## src/bdpq_pkg.sv

```systemverilog
package bdpq_pkg;

  localparam int unsigned PaletteDepthDef = 256;
  localparam int unsigned Lanes = 16;
  localparam int unsigned LaneW = 4;
  localparam int unsigned DistW = 18;
  localparam int unsigned CountW = 9;

  localparam logic [1:0] CFG_COLOR_COUNT = 2'd0;
  localparam logic [1:0] CFG_TRANS_EN = 2'd1;
  localparam logic [1:0] CFG_TRANS_IDX = 2'd2;

  localparam logic REQ_WRITE = 1'b0;
  localparam logic REQ_QUANT = 1'b1;

  typedef enum logic [1:0] {
    S_IDLE,
    S_ISSUE,
    S_DRAIN,
    S_FINISH
  } state_e;

  typedef struct packed {
    logic ok;
    logic [DistW-1:0] sq_dist;
  } lane_res_t;

  typedef struct packed {
    logic vld;
    logic first;
    logic last;
    logic [3:0] row;
  } pipe_ctl_t;

  function automatic logic [7:0] avg4(input logic [7:0] a, input logic [7:0] b,
                                      input logic [7:0] c, input logic [7:0] d);
    logic [9:0] s;
    s = 10'(a) + 10'(b) + 10'(c) + 10'(d);
    return s[9:2];
  endfunction

endpackage

```

## src/bdpq_lane.sv

```systemverilog
module bdpq_lane #(
  parameter int unsigned ROWS = 16,
  parameter int unsigned RW = 4
) (
  input  logic clk_i,
  input  logic rst_ni,
  input  logic we_i,
  input  logic [RW-1:0] waddr_i,
  input  logic [23:0] wdata_i,
  input  logic [RW-1:0] raddr_i,
  input  logic qual_i,
  input  logic [7:0] red_i,
  input  logic [7:0] green_i,
  input  logic [7:0] blue_i,
  output bdpq_pkg::lane_res_t res_o
);

  logic [23:0] mem [ROWS];
  logic [23:0] rdata_q;
  logic qual_q;
  bdpq_pkg::lane_res_t res_q, res_d;

  always_ff @(posedge clk_i) begin
    if (we_i) begin
      mem[waddr_i] <= wdata_i;
    end
    rdata_q <= mem[raddr_i];
  end

  always_ff @(posedge clk_i or negedge rst_ni) begin
    if (!rst_ni) begin
      qual_q <= 1'b0;
      res_q <= '0;
    end else begin
      qual_q <= qual_i;
      res_q <= res_d;
    end
  end

  always_comb begin
    logic [7:0] dr, dg, db;
    dr = (red_i > rdata_q[23:16]) ? red_i - rdata_q[23:16] : rdata_q[23:16] - red_i;
    dg = (green_i > rdata_q[15:8]) ? green_i - rdata_q[15:8] : rdata_q[15:8] - green_i;
    db = (blue_i > rdata_q[7:0]) ? blue_i - rdata_q[7:0] : rdata_q[7:0] - blue_i;
    res_d.ok = qual_q;
    res_d.sq_dist = bdpq_pkg::DistW'(dr * dr) + bdpq_pkg::DistW'(dg * dg)
                  + bdpq_pkg::DistW'(db * db);
  end

  assign res_o = res_q;

endmodule

```

## config.mk

```make
export PLATFORM = sky130hd
export DESIGN_NAME = bdpq_lane
export DESIGN_NICKNAME = d
export VERILOG_FILES = /design/src/bdpq_pkg.sv /design/src/bdpq_lane.sv
export SDC_FILE = /design/constraint.sdc
export NUM_CORES = 1
export LEC_CHECK = 0
export ABC_AREA = 1
export BUFFER_PORTS_ARGS = -buffer_cell sky130_fd_sc_hd__buf_2
export CAP_MARGIN = 20
export CORE_ASPECT_RATIO = 1.75
export CORE_MARGIN = 2
export CORE_UTILIZATION = 50
export CTS_BUF_LIST = sky130_fd_sc_hd__clkbuf_8
export CTS_CLUSTER_DIAMETER = 200
export DETAILED_ROUTE_END_ITERATION = 7
export HOLD_SLACK_MARGIN = 0.08
export PLACE_DENSITY_LB_ADDON = 0.1
export SYNTH_ARGS = -nofsm -noshare
export SYNTH_HDL_FRONTEND = slang
export SYNTH_SLANG_ARGS = --single-unit
```

## constraint.sdc

```tcl
create_clock -name clk_i -period 11.55 [get_ports clk_i]
set_clock_uncertainty 0.15 [all_clocks]
set_input_delay 1.155 -clock clk_i [delete_from_list [all_inputs] [get_ports clk_i]]
set_output_delay 1.155 -clock clk_i [all_outputs]
set_load 0.01 [all_outputs]
```

==> summary.txt <==
Outcome
  • Status: completed

Timing
  • RSZ-0062 raised after global routing: false
  • Final setup TNS: 0 ns
  • Final min period: ~10 ns
  • Final Max Tran Viols: 0
  • Fin crit share: 0.860
  • Final hold violation count: 0
  • Slew HR: 0.254
  • Maximum clock rate: 101 MHz
  • Setup-failing EPs final: 0
  • Worst-margin pin slew: 1.12 ns

Yosys
  • Yosys cell types: 45
  • Post-Syn Instances: 2275
  • Sequential fraction of the synthesis area: 0.505
  • Synth async-reset ratio: 0.0467
  • Top FF cell, synth: edfxtp_1
  • Post-synth EDFFs: 384
  • #FFs+latches synth: 428
  • Warnings, synthesis: 0
  • Syn Area/Cell: 10.9 um2
  • Syn_nets: 2596
  • Mapped cell area: 24800 um2

Floorplan
  • Row cnt: roughly 110
  • Chip Width: 172 um
  • Die area: 51400 um2
  • Core area: roughly 49000 um2
  • Ports: 79
  • Initial Util: 0.507
  • Die extent in y: 298 um

CTS
  • Post-CTS setup buffer count: 0
  • CTS tree: built
  • Hold_buf cts: 0
  • Clk buf depth: 3
  • CTS resizes: 0
  • CTS Buf Count: 60
  • Htree depth: 2
  • Clk Latency, worst-skew pair: 0.65 ns
  • CTS Sinks: approximately 430
  • Clock transition at path regs: ~0.060 ns
  • Root buffer cell: clkbuf_8

GRT
  • Gr ovfl total: 0
  • All-Layer GR Usage: 0.234
  • Global-route wire length before repair: 89900 um
  • Largest net degree at the start of global routing: 122
  • Vias in the first global route: approximately 17000
  • Initial antenna violation count: 3

Placement
  • Dpl hpwl: 39800 um
  • Port buffer count: between 70 and 80
  • Placer congestion estimate: 0.889

Routing
  • Wire per inst: 19.2 um
  • DR pass1 iterations: 5
  • Vias: 16200
  • DRT antenna net count: 0
  • DRC: 0
  • DR iter-0 viols: a little under 900
  • Via/cell ratio: 5.29
  • Final wirelength: 58700 um

Layout
  • Fraction of layout cells with a size suffix above 1: 0.112
  • Commonest non-fill, non-tap cell in the layout: inv_1
  • Area of the multi-input gates: 10300 um2
  • Fin nets: 2673
  • Register Area: around 13000 um2
  • Highest-count cells in the layout ignoring fill and taps: inv_1, edfxtp_1, nand2_1
  • Fill count: 4275
  • Synthesis-to-layout area growth: 9.50%
  • Final core area utilization: 0.555

Setup path
  • Crit Path Class: input port to register
  • Crit Path Max Fanout: 10
  • Critical Path Most Common Cell: fa_1
  • Slowest cell on the critical path: fa_1
  • Worst reg2reg path depth: 37
  • Startpoint types: input port
  • CP required: 12.01 ns
  • Worst path max stage delay: 0.51 ns
  • Worst EP arrival: 10.39 ns
  • Crit. End Element: register

Min path
  • Hold Crit Depth: 0
  • Type of the worst min-delay path: register to register

Run
  • Number of max-cap violations: 0
-- sequential cells by signal (all words and copies together) (netlist names) --
signal	count
mem	384
rdata_q	24
res_o	19
qual_q	1
-- layout make-up --
type                            instances  area share
Tap cell                              654      0.0302
Inverter                              438      0.0607
Clock inverter                         52      0.0139
Multi-Input combinational cell       1331       0.382
Clock buffer                           61      0.0310
Timing Repair Buffer                   93      0.0209
Antenna cell                            3    0.000277
Sequential cell                       428       0.461
-- routing by layer --
metal | track usage | vias up | routed length, um
li1 | - | 7744 | -
met1 | 0.245 | 8048 | 21100
met2 | 0.458 | 285 | 33200
met3 | 0.0275 | 119 | 1870
met4 | 0.100 | 0 | 2530
met5 | 0 | - | 0
-- cells in the mapped netlist (10+ instances only) --
cell      number  area [um2]
nand3_1       77         385
dfxtp_1       24         480
dfrtp_1       20         500
nor2_2        13        81.3
a21oi_1      141         706
buf_2         24         120
ha_1         139        1740
clkbuf_1      34         128
xor2_1        26         228
o21ai_0      131         656
o211ai_1      97         728
inv_1        427        1600
nor2_1       114         428
fa_1         122        2440
edfxtp_1     384       11500
nand4_1       10        62.6
nand2_1      269        1010
nand2_4       10         113
nand2_2       25         156
xnor2_1       19         166
mux2i_1       96         961
-- worst paths after layout --
path	start	end	slack, ns
worst min register to register	qual_q	res_o[18]	0.21
worst max register to register	rdata_q[8]	res_o[17]	1.67
worst max-delay path	green_i[0]	res_o[17]	1.62
max in group asynchronous	rst_ni	res_o[1]	10.69
min in group asynchronous	rst_ni	res_o[5]	0.26
worst min-delay path	qual_q	res_o[18]	0.21
-- stage by stage --
| step | hold slack [ns] | instances | setup slack (ns) | area [um2] |
|---|---|---|---|---|
| 6_report | 0.208 | 3060 | 1.62 | 27100 |
| 5_1_grt | 0.227 | 3059 | 1.04 | 27100 |
| 4_1_cts | 0.213 | 3056 | 1.59 | 27100 |
| 3_5_place_dp | 0.200 | 2943 | 0.896 | 25900 |
| 3_3_place_gp | 0.185 | 2940 | 1.03 | 25800 |
| 2_1_floorplan | 0.181 | 2275 | 1.77 | 24800 |
-- critical path, delay by kind of cell --
family | cells | cell delay (ns)
adder cells (fa/ha/maj) | 14 | 5.74
AND/OR/NAND/NOR | 12 | 1.30
XOR/XNOR | 1 | 0.35
buffers and inverters | 7 | 0.45
AO/OA/AOI/OAI | 5 | 1.41
-- kinds of logic after synthesis --
family / count (synthesis) / synth area share
DFF: 428 / 0.505
buffers and inverters: 516 / 0.0816
muxes: 96 / 0.0388
and+or+nand+nor: 530 / 0.0948
AOI/OAI and AO/OA: 399 / 0.0947
adders and majority gates: 261 / 0.169
xor gates and xnor gates: 45 / 0.0159
Power is not shown: default switching activity piles up to over one toggle a cycle in this logic, so the estimate is an artifact.
